===== src/hdl/cpls_pkg.sv =====
// Types, constants and pin pattern tables for the charlieplexed LED scanner
`timescale 1ns / 1ps

package cpls_pkg;

    localparam int LEVELS     = 32;
    localparam int NUM_LEDS   = 6;
    localparam int LED_W      = 3;
    localparam int BRIGHT_W   = 8;
    localparam int PIN_W      = 3;
    localparam int SLOT_W     = $clog2((LEVELS > NUM_LEDS) ? LEVELS : NUM_LEDS);
    localparam int CNT_W      = SLOT_W + 1;
    localparam int CMP_W      = BRIGHT_W + 1;
    localparam int SLOT_RESET = 5;

    typedef logic [LED_W-1:0]    led_idx_t;
    typedef logic [BRIGHT_W-1:0] bright_t;
    typedef logic [PIN_W-1:0]    pins_t;
    typedef logic [SLOT_W-1:0]   slot_t;

    typedef enum logic {
        CMD_TICK = 1'b0,
        CMD_SET  = 1'b1
    } cmd_t;

    function automatic led_idx_t next_led(input led_idx_t idx);
        led_idx_t res;
        if (idx >= LED_W'(NUM_LEDS - 1))
        begin
            res = '0;
        end
        else
        begin
            res = idx + LED_W'(1);
        end
        return res;
    endfunction

    // Driven levels per LED: the anode pin high, the cathode pin low
    function automatic pins_t pat_level(input led_idx_t idx);
        pins_t res;
        unique case (idx)
            3'd0:    res = 3'b100;
            3'd1:    res = 3'b001;
            3'd2:    res = 3'b010;
            3'd3:    res = 3'b100;
            3'd4:    res = 3'b001;
            3'd5:    res = 3'b010;
            default: res = '0;
        endcase
        return res;
    endfunction

    // Enabled pins per LED: the two pins across the LED
    function automatic pins_t pat_enable(input led_idx_t idx);
        pins_t res;
        unique case (idx)
            3'd0:    res = 3'b101;
            3'd1:    res = 3'b101;
            3'd2:    res = 3'b011;
            3'd3:    res = 3'b110;
            3'd4:    res = 3'b011;
            3'd5:    res = 3'b110;
            default: res = '0;
        endcase
        return res;
    endfunction

endpackage


===== src/hdl/cpls_ram.sv =====
// Generic RAM: one write port, two registered read ports
`timescale 1ns / 1ps

module cpls_ram #(
    parameter int WIDTH = 8,
    parameter int DEPTH = 6,
    localparam int AW   = (DEPTH > 1) ? $clog2(DEPTH) : 1
) (
    input  logic             clk,
    input  logic             wr_en,
    input  logic [AW-1:0]    wr_addr,
    input  logic [WIDTH-1:0] wr_data,
    input  logic             rd_en,
    input  logic [AW-1:0]    rd_addr_a,
    output logic [WIDTH-1:0] rd_data_a,
    input  logic [AW-1:0]    rd_addr_b,
    output logic [WIDTH-1:0] rd_data_b
);

    logic [WIDTH-1:0] mem [DEPTH];

    always_ff @(posedge clk)
    begin
        if (wr_en)
        begin
            mem[wr_addr] <= wr_data;
        end
        if (rd_en)
        begin
            rd_data_a <= mem[rd_addr_a];
            rd_data_b <= mem[rd_addr_b];
        end
    end

endmodule


===== src/hdl/charlieplex_pwm_led_scanner.sv =====
// Top level of the charlieplexed six-LED PWM scanner
// Takes one beat per clock while req_stall is low and returns one result beat per
// request: the request first lands in an item register (the brightness RAM reads
// during that edge), then the state update and readback go to the result registers.
// Throughput is set by the single state update path (slot counter increment and
// compare, pattern select), one request per cycle when not stalled. Brightness lives
// in a six-entry RAM with per-entry valid bits, so it reads as zero after reset with
// no clearing pass. A tick beat advances the PWM slot; a set beat stores one brightness.
`timescale 1ns / 1ps

module charlieplex_pwm_led_scanner (
    input  logic                     clk,
    input  logic                     rst_n,
    input  logic                     req_valid,
    output logic                     req_stall,
    input  logic                     cmd,
    input  logic [2:0]               led_index,
    input  logic [7:0]               brightness,
    output logic                     rsp_valid,
    input  logic                     rsp_stall,
    output logic [2:0]               pin_level,
    output logic [2:0]               pin_enable,
    output logic [2:0]               active_led,
    output logic [7:0]               read_brightness
);

    // item register
    logic                       s1_valid_reg;
    cpls_pkg::cmd_t             s1_cmd_reg;
    cpls_pkg::led_idx_t         s1_idx_reg;
    cpls_pkg::bright_t          s1_bright_reg;

    // RAM bypass: own write or never-written entry
    logic                       use_a_reg, use_a_next;
    cpls_pkg::bright_t          byp_a_reg, byp_a_next;
    logic                       use_b_reg, use_b_next;
    cpls_pkg::bright_t          byp_b_reg, byp_b_next;

    // scanner state
    logic [cpls_pkg::NUM_LEDS-1:0] led_vld_reg, led_vld_next;
    cpls_pkg::slot_t            slot_reg, slot_next;
    cpls_pkg::led_idx_t         scan_reg, scan_next;
    cpls_pkg::bright_t          cur_level_reg, cur_level_next;
    cpls_pkg::pins_t            level_bits_reg, level_bits_next;
    cpls_pkg::pins_t            enable_bits_reg, enable_bits_next;

    // result register
    logic                       rsp_valid_reg, rsp_valid_next;
    cpls_pkg::bright_t          rd_bright_reg, rd_bright_next;

    logic                       adv;
    logic                       req_acc;
    logic                       req_idx_ok;
    logic                       s1_idx_ok;
    logic                       wr_en;
    logic                       hit_a;
    logic                       hit_b;
    cpls_pkg::led_idx_t         rd_addr_a;
    cpls_pkg::led_idx_t         rd_addr_b;
    cpls_pkg::bright_t          ram_a;
    cpls_pkg::bright_t          ram_b;
    cpls_pkg::bright_t          level_a;
    cpls_pkg::bright_t          level_b;
    logic [cpls_pkg::CNT_W-1:0] cnt_inc;
    logic                       wrap;
    cpls_pkg::slot_t            tick_slot;
    cpls_pkg::led_idx_t         tick_scan;
    cpls_pkg::bright_t          tick_level;

    // handshake: the item register moves on when the result register is free
    assign adv       = s1_valid_reg && (!rsp_valid_reg || !rsp_stall);
    assign req_stall = s1_valid_reg && !adv;
    assign req_acc   = req_valid && !req_stall;

    assign req_idx_ok = led_index < cpls_pkg::LED_W'(cpls_pkg::NUM_LEDS);
    assign s1_idx_ok  = s1_idx_reg < cpls_pkg::LED_W'(cpls_pkg::NUM_LEDS);
    assign wr_en      = adv && (s1_cmd_reg == cpls_pkg::CMD_SET) && s1_idx_ok;

    // read the requested LED and prefetch the LED after the one scanning next
    assign rd_addr_a = req_idx_ok ? led_index : '0;
    assign rd_addr_b = cpls_pkg::next_led(scan_next);
    assign hit_a     = wr_en && (s1_idx_reg == rd_addr_a);
    assign hit_b     = wr_en && (s1_idx_reg == rd_addr_b);

    always_comb
    begin
        use_a_next = !req_idx_ok || hit_a || !led_vld_reg[rd_addr_a];
        byp_a_next = (req_idx_ok && hit_a) ? s1_bright_reg : '0;
        use_b_next = hit_b || !led_vld_reg[rd_addr_b];
        byp_b_next = hit_b ? s1_bright_reg : '0;
    end

    cpls_ram #(
        .WIDTH (cpls_pkg::BRIGHT_W),
        .DEPTH (cpls_pkg::NUM_LEDS)
    ) u_ram (
        .clk       (clk),
        .wr_en     (wr_en),
        .wr_addr   (s1_idx_reg),
        .wr_data   (s1_bright_reg),
        .rd_en     (req_acc),
        .rd_addr_a (rd_addr_a),
        .rd_data_a (ram_a),
        .rd_addr_b (rd_addr_b),
        .rd_data_b (ram_b)
    );

    assign level_a = use_a_reg ? byp_a_reg : ram_a;
    assign level_b = use_b_reg ? byp_b_reg : ram_b;

    // tick path
    always_comb
    begin
        cnt_inc    = cpls_pkg::CNT_W'(slot_reg) + cpls_pkg::CNT_W'(1);
        wrap       = cnt_inc >= cpls_pkg::CNT_W'(cpls_pkg::LEVELS);
        tick_slot  = wrap ? '0 : cnt_inc[cpls_pkg::SLOT_W-1:0];
        tick_scan  = wrap ? cpls_pkg::next_led(scan_reg) : scan_reg;
        tick_level = wrap ? level_b : cur_level_reg;
    end

    always_comb
    begin
        led_vld_next     = led_vld_reg;
        slot_next        = slot_reg;
        scan_next        = scan_reg;
        cur_level_next   = cur_level_reg;
        level_bits_next  = level_bits_reg;
        enable_bits_next = enable_bits_reg;
        rd_bright_next   = rd_bright_reg;
        if (adv)
        begin
            if (s1_cmd_reg == cpls_pkg::CMD_SET)
            begin
                if (s1_idx_ok)
                begin
                    led_vld_next[s1_idx_reg] = 1'b1;
                    if (s1_idx_reg == scan_reg)
                    begin
                        cur_level_next = s1_bright_reg;
                    end
                end
                rd_bright_next = s1_idx_ok ? s1_bright_reg : '0;
            end
            else
            begin
                slot_next      = tick_slot;
                scan_next      = tick_scan;
                cur_level_next = tick_level;
                if (wrap && (tick_level != '0))
                begin
                    level_bits_next  = cpls_pkg::pat_level(tick_scan);
                    enable_bits_next = cpls_pkg::pat_enable(tick_scan);
                end
                // float all pins once the on-time is used up
                if (cpls_pkg::CMP_W'(tick_slot) == cpls_pkg::CMP_W'(tick_level))
                begin
                    level_bits_next  = '0;
                    enable_bits_next = '0;
                end
                rd_bright_next = s1_idx_ok ? level_a : '0;
            end
        end
    end

    always_comb
    begin
        if (adv)
        begin
            rsp_valid_next = 1'b1;
        end
        else if (!rsp_stall)
        begin
            rsp_valid_next = 1'b0;
        end
        else
        begin
            rsp_valid_next = rsp_valid_reg;
        end
    end

    always_ff @(posedge clk or negedge rst_n)
    begin
        if (!rst_n)
        begin
            s1_valid_reg    <= 1'b0;
            rsp_valid_reg   <= 1'b0;
            led_vld_reg     <= '0;
            slot_reg        <= cpls_pkg::SLOT_W'(cpls_pkg::SLOT_RESET);
            scan_reg        <= '0;
            cur_level_reg   <= '0;
            level_bits_reg  <= '0;
            enable_bits_reg <= '0;
        end
        else
        begin
            if (req_acc)
            begin
                s1_valid_reg <= 1'b1;
            end
            else if (adv)
            begin
                s1_valid_reg <= 1'b0;
            end
            rsp_valid_reg   <= rsp_valid_next;
            led_vld_reg     <= led_vld_next;
            slot_reg        <= slot_next;
            scan_reg        <= scan_next;
            cur_level_reg   <= cur_level_next;
            level_bits_reg  <= level_bits_next;
            enable_bits_reg <= enable_bits_next;
        end
    end

    always_ff @(posedge clk)
    begin
        if (req_acc)
        begin
            s1_cmd_reg    <= cpls_pkg::cmd_t'(cmd);
            s1_idx_reg    <= led_index;
            s1_bright_reg <= brightness;
            use_a_reg     <= use_a_next;
            byp_a_reg     <= byp_a_next;
            use_b_reg     <= use_b_next;
            byp_b_reg     <= byp_b_next;
        end
        rd_bright_reg <= rd_bright_next;
    end

    // pins and scan index hold while the result waits, since state moves only on advance
    assign rsp_valid       = rsp_valid_reg;
    assign pin_level       = level_bits_reg;
    assign pin_enable      = enable_bits_reg;
    assign active_led      = scan_reg;
    assign read_brightness = rd_bright_reg;

endmodule


===== config.mk =====
export PLATFORM = sky130hd
export DESIGN_NAME = charlieplex_pwm_led_scanner
export DESIGN_NICKNAME = d
export VERILOG_FILES = /design/src/hdl/cpls_pkg.sv /design/src/hdl/cpls_ram.sv /design/src/hdl/charlieplex_pwm_led_scanner.sv
export SDC_FILE = /design/constraint.sdc
export NUM_CORES = 1
export LEC_CHECK = 0
export BUFFER_PORTS_ARGS = -buffer_cell sky130_fd_sc_hd__buf_2
export CAP_MARGIN = 30
export CORE_AREA = 5 5 115 117
export DETAILED_ROUTE_END_ITERATION = 10
export DIE_AREA = 0 0 120 122
export PLACE_DENSITY = 0.78
export SETUP_SLACK_MARGIN = 0.2
export SLEW_MARGIN = 30
export SYNTH_ARGS = -nofsm -noshare
export SYNTH_HDL_FRONTEND = slang
export SYNTH_HIERARCHICAL = 1
export SYNTH_SLANG_ARGS = --single-unit

===== constraint.sdc =====
create_clock -name clk -period 4.8 [get_ports clk]
set_input_delay 0.72 -clock clk [delete_from_list [all_inputs] [get_ports clk]]
set_output_delay 0.72 -clock clk [all_outputs]
set_load 0.005 [all_outputs]

* Yosys cells after proc, flatten, opt, wreduce, memory -nomap -nowiden
Memory sizes are Yosys's and may differ from the RTL's. A register that Yosys moved wholly into a read port is not among the register bits.
Cells that the tools add are included.
** Cells by class
- Add/subtract/negate cells :: 3
- $lt $le $gt $ge :: 9
- Equality and inequality tests :: 12
- Multiplexer cells :: 34
- Bitwise logic cells :: 2
- Reductions and logical operators :: 35
** Operators with widths (count)
- 8-bit two-way mux :: 9
- 3-bit two-way mux :: 10
- 3-bit one-hot mux with 3 select lines :: 2
- 3-bit by 4-bit < comparator with 1-bit output (second input constant) :: 3
- 2-bit OR reduction :: 6
- 1-bit logical AND :: 10
- 3-bit == test :: 3
- 1-bit two-way mux :: 9
- 3-bit AND reduction :: 3
- 5-bit by 8-bit == test with 1-bit output :: 1
- 8-bit nonzero test :: 1
- 1-bit zero test :: 7
- 3-bit by 1-bit adder with 3-bit output (second input constant) :: 2
- 5-bit by 1-bit adder with 6-bit output (second input constant) :: 1
- 1-bit binary-select mux with 3-bit select :: 2
- 3-bit by 2-bit == test with 1-bit output (second input constant) :: 2
- 3-bit == test (second input constant) :: 2
- 3-bit >= comparator (second input constant) :: 2
- 6-bit >= comparator (second input constant) :: 1
- 3-bit < comparator (second input constant) :: 2
- 2-bit by 1-bit != test with 1-bit output (second input constant) :: 3
- 6-bit bitwise OR :: 1
- 5-bit two-way mux :: 1
- 1-bit logical OR :: 4
- other kinds (7) :: 8
** Word-level totals
- Register bits after elaboration :: 68
- Memory bits (writable) :: 48
- Logic and storage cells :: 112
- Memories :: 1
** Memory list
- u_ram.mem :: words 6, width 8, rd ports 2, clocked after memory_dff 2, wr ports 1, line cpls_ram.sv:20 : logic [WIDTH-1:0] mem [DEPTH];

* Depth between registers and ports, before layout
- Depth after elaboration :: 11
- Gate-level depth with buffers :: 15
- Mapped depth without buffers :: 14

* Hierarchy
The synthesis kept the hierarchy.
** Modules (own cells, without submodules)
- charlieplex_pwm_led_scanner :: instances 1, cells each 342, area an instance 3818.7 um^2
- cpls_ram :: instances 1, cells each 129, area an instance 2786.4 um^2

* Worst setup path after synthesis
OpenSTA, ideal clock, no wires.
- Path kind :: input to register
- Start point :: input port rsp_stall
- End point :: register u_ram.rd_data_b[0], read port of u_ram.mem (data pin)
- Setup time :: 0.260 ns
- Data arrival time :: 3.481 ns
- Data required time :: 4.540 ns
- Path slack :: 1.059 ns
- Cell stages on the path :: 13
- Buffers on the path :: 1
- Path through :: a21boi_4 nand4_4 mux2i_1 inv_1 ha_1 nor3_1 mux2_4 a21oi_1 or2_2 inv_1 clkbuf_1 mux4_2 mux2_2
** Between the ends
- Elaborated cells on any way between the ends :: 11
** RTL lines
- start, declared :: line charlieplex_pwm_led_scanner.sv:20 : input logic rsp_stall,
- 1-bit zero test (*)
- 1-bit logical OR (*) :: line charlieplex_pwm_led_scanner.sv:71 : assign adv = s1_valid_reg && (!rsp_valid_reg || !rsp_stall);
- 1-bit logical AND (*) :: line charlieplex_pwm_led_scanner.sv:71
- 3-bit two-way mux (*) :: line charlieplex_pwm_led_scanner.sv:130 : if (adv)
- via scan_next[0] :: line charlieplex_pwm_led_scanner.sv:42 : cpls_pkg::led_idx_t scan_reg, scan_next;
- 3-bit by 1-bit adder with 3-bit output or 3-bit >= comparator (tied branches) :: line cpls_pkg.sv:34, cpls_pkg.sv:28
- 3-bit two-way mux (*) :: line cpls_pkg.sv:28 : if (idx >= LED_W'(NUM_LEDS - 1))
- via rd_addr_b[1] :: line charlieplex_pwm_led_scanner.sv:59 : cpls_pkg::led_idx_t rd_addr_b;
- end, declared :: line cpls_ram.sv:17 : output logic [WIDTH-1:0] rd_data_b
The timed path passes the listed nets; every way through them passes the cells marked *.
A chain may end at the register's enable or synchronous reset.

* Worst setup path in the final report
- Start point :: register slot_reg[0]
- End point :: register u_ram.rd_data_b[4], read port of u_ram.mem (data pin)
** Between the ends
- Longest elaborated chain between the ends :: 7
- Elaborated cells on any way between the ends :: 8
** Ends and longest elaborated chain
- start, declared :: line charlieplex_pwm_led_scanner.sv:41 : cpls_pkg::slot_t slot_reg, slot_next;
- start signal, assigned :: line charlieplex_pwm_led_scanner.sv:188 : slot_reg <= cpls_pkg::SLOT_W'(cpls_pkg::SLOT_RESET);
- start signal, assigned :: line charlieplex_pwm_led_scanner.sv:206 : slot_reg <= slot_next;
- 5-bit by 1-bit adder with 6-bit output (*) :: line charlieplex_pwm_led_scanner.sv:114 : cnt_inc = cpls_pkg::CNT_W'(slot_reg) + cpls_pkg::CNT_W'(1);
- 6-bit >= comparator (*) :: line charlieplex_pwm_led_scanner.sv:115 : wrap = cnt_inc >= cpls_pkg::CNT_W'(cpls_pkg::LEVELS);
- 3-bit two-way mux (*) :: line charlieplex_pwm_led_scanner.sv:117 : tick_scan = wrap ? cpls_pkg::next_led(scan_reg) : scan_reg;
- 3-bit two-way mux (*) :: line charlieplex_pwm_led_scanner.sv:132 : if (s1_cmd_reg == cpls_pkg::CMD_SET)
- 3-bit two-way mux (*) :: line charlieplex_pwm_led_scanner.sv:130
- via scan_next[0] :: line charlieplex_pwm_led_scanner.sv:42
- 3-bit by 1-bit adder with 3-bit output or 3-bit >= comparator (tied branches) :: line cpls_pkg.sv:34, cpls_pkg.sv:28
- 3-bit two-way mux (*) :: line cpls_pkg.sv:28
- via rd_addr_b[1] :: line charlieplex_pwm_led_scanner.sv:59
Marked as above.

==> flow_summary.yaml <==
detailed_routing:
  vias: 3958
  ant_nets: 0
  met3_length_um: 596
  routed_wl_um: 13100
  top_layer_used: "met4"
  wl_met2_um: 6590
  post_drt_wl_per_cell_um: 19.5
  drc_errors: 0
  drt_iter0_drc: 342
  wl_met1_um: 5680
  dr.pass1.iters: 5
  via_per_inst: 5.90
clock_network:
  post-cts-setup-buffer-count: 0
  clock_path_buffers: 2
  cts_sinks: 132
  cts_tree: "yes"
  clk_pin_slew_ps: 60
  cts_resized: 0
  cts_root_buf: "clkbuf_16"
  hold_buffers: 0
  clock_latency_ps: 420
  cts_buffers: 17
  htree_levels: 4
floorplanning:
  num_io_pins: 35
  initial_core_util: 0.539
  coreArea_mm2: 0.0123
  num_rows: 41
  die_height_um: 122
  design.die.area_mm2: 0.0146
  die_w_um: 120
critical_path:
  critPathArrivalTime_ps: 4210
  critPathMaxFanout: 9
  cpMaxStageDelayCell: "dfstp_2"
  setup.worst_path.class: "reg2reg"
  critical_path_required_ps: 4960
  cp_cell_sequence: "and4_4, nand4_4, mux2i_1, inv_1, ha_1, nor3_1, mux2_4, a21oi_1, or2_2, inv_1, mux4_2, mux2_2"
  path_common_cell: "inv_1"
  critical_path.top_delay_family: "multiplexers"
  cpPeakStageDelay_ps: 600
  crit_path_end_kind: "register"
  start_kind: "register"
  path_buf_inv: 2
pwr:
  p_per_area_mw_per_mm2: 413
  p_total_mw: 3.08
  ir_drop_v: 0.000355
  leakage_nw: 2.84
sta:
  rsz0062_at_grt: "false"
  tightest_slew_ps: 968
  hold_viol_final: 0
  fin_setup_tns_ps: 0
  drv_slew: 0
  period_needed_ps: 4040
  finalCritPeriodShare: 0.843
  setup-violations-final: 0
  finalWorstSetupSlack_ps: 755
  finalClockSkew_ps: 10.0
  hold_slack_ps: 352
  max_freq_mhz: 247
  relSlewSlack: 0.352
yosys:
  syn_nets: 492
  synth.avg_cell_area_um2: 14.0
  syn_inst: 471
  syn-cell-area_mm2: 0.00661
  yosys_warnings: 6
  synth_ff_type: "edfxtp_1"
  synth-async-reset-ratio: 0.227
  synth.distinct_cells: 66
  synth_edf_count: 102
  synth_seq_cells: 132
  yosysSeqAreaShare: 0.578
cells_and_area:
  area_growth_syn_to_layout_pct: 13.1
  largest_reg_flops: 48
  top_register: "u_ram/mem"
  antenna_cells: 0
  finalInstanceArea_mm2: 0.00747
  layout.nets: 529
  drive_above_1_share: 0.286
place:
  portBuffers: 34
  gp_congestion: 0.862
  pre_cts_ws_ps: 729
  place_area_mm2: 0.00687
  hpwl_um: 8990
global_routing:
  grt_pass1_vias: 4061
  grt_antenna_before_repair: 0
  grt_max_degree: 47
  grt_usage: 0.193
  grt_pass1_wl_um: 21300
  gr-total-overflow: 0
outcome:
  status: "finished clean"
min_path:
  hp-class: "in2async"
run:
  max-cap-violations: 0
## stage by stage
stage,cells,util
after floorplan,471,-
after global placement,639,0.560
after detailed placement,639,0.560
after CTS,671,0.609
after global routing,671,0.609
final,671,0.609
## power by group
part           internal, mW  switching, mW  total, mW
logic                 0.174          0.172      0.346
clock network         0.780          0.518       1.30
registers              1.34          0.101       1.44
total                  2.29          0.791       3.08
## routing by layer
| layer | vias to the layer above | global-route usage |
|---|---|---|
| li1 | 1874 | - |
| met1 | 1964 | 0.238 |
| met2 | 100 | 0.329 |
| met3 | 20 | 0.0441 |
| met4 | 0 | 0.0809 |
| met5 | - | 0 |
## cells in the final DEF, fill, tap and decap left out, types with 16 or more instances in the layout
| master | synthesis | layout |
|---|---|---|
| dfrtp_1 | 28 | 28 |
| o21ai_0 | 16 | 16 |
| clkbuf_16 | 0 | 17 |
| mux2_2 | 24 | 24 |
| mux2i_1 | 21 | 21 |
| mux4_2 | 17 | 17 |
| nand2_1 | 30 | 30 |
| buf_2 | 2 | 34 |
| nor2_1 | 22 | 22 |
| edfxtp_1 | 102 | 102 |
| and2_1 | 19 | 18 |
## path summary, 6_finish.rpt
| path | start | to | slack (ps) | cells after the start |
|---|---|---|---|---|
| max | slot_reg[0] | u_ram/rd_data_b[4] | 760 | 12 |
| min | rst_n | cur_level_reg[3] | 350 | 1 |
| max reg2reg | slot_reg[0] | u_ram/rd_data_b[4] | 760 | 12 |
| min reg2reg | cur_level_reg[7] | cur_level_reg[7] | 490 | 1 |
| max in group asynchronous | rst_n | led_vld_reg[1] | 3990 | 1 |
| min in group clk | brightness[4] | s1_bright_reg[4] | 470 | 1 |
## synthesized netlist by cell type (all sizes together), types with 2 or more instances
| library cell | number | area (um2) |
|---|---|---|
| or3 | 3 | 18.8 |
| nand2b | 3 | 18.8 |
| nand3 | 13 | 82.6 |
| mux2 | 35 | 420 |
| clkbuf | 12 | 46.3 |
| or2 | 2 | 12.5 |
| nor2b | 5 | 31.3 |
| o22ai | 4 | 31.3 |
| buf | 13 | 116 |
| nor3b | 10 | 75.1 |
| xor2 | 9 | 78.8 |
| inv | 11 | 41.3 |
| a32oi | 2 | 17.5 |
| mux4 | 17 | 383 |
| ha | 5 | 62.6 |
| a32o | 3 | 30.0 |
| a21oi | 16 | 91.3 |
| and3 | 2 | 12.5 |
| nor2 | 22 | 82.6 |
| and2 | 21 | 136 |
| edfxtp | 102 | 3060 |
| xnor2 | 5 | 43.8 |
| a22oi | 2 | 20.0 |
| o21ai | 18 | 97.6 |
| dfstp | 2 | 52.6 |
| nor3 | 7 | 46.3 |
| nand2 | 30 | 113 |
| a31oi | 2 | 12.5 |
| a22o | 5 | 43.8 |
| a41oi | 2 | 32.5 |
| a31o | 3 | 26.3 |
| o211ai | 8 | 60.1 |
| a21o | 2 | 15.0 |
| dfrtp | 28 | 701 |
| o21a | 8 | 60.1 |
| nand4 | 4 | 40.0 |
| a21boi | 3 | 45.1 |
| mux2i | 21 | 210 |
## final cells by class
cell class	instances	area (um2)
Inverter	11	41.3
Multi-Input combinational cell	303	2590
Timing Repair Buffer	43	238
Sequential cell	132	3820
Clock inverter	15	171
Fill cell	919	4790
Clock buffer	17	425
Tap cell	150	188
## worst reg2reg max path: stages, from the launching register on
cell and delay, ps:
dfstp_2 600, and4_4 320, nand4_4 180, mux2i_1 380
inv_1 240, ha_1 270, nor3_1 180, mux2_4 190
a21oi_1 50, or2_2 320, inv_1 350, mux4_2 390
mux2_2 300
## kinds of logic after synthesis
group | Yosys count | synth area share
and+or+nand+nor | 124 | 0.105
buffers and inverters | 36 | 0.0309
AOI/OAI and AO/OA | 85 | 0.100
DFF | 132 | 0.578
xor gates and xnor gates | 15 | 0.0220
muxes | 73 | 0.153
adders and majority gates | 6 | 0.0110
Note: power is estimated with default switching activity, not from simulation.
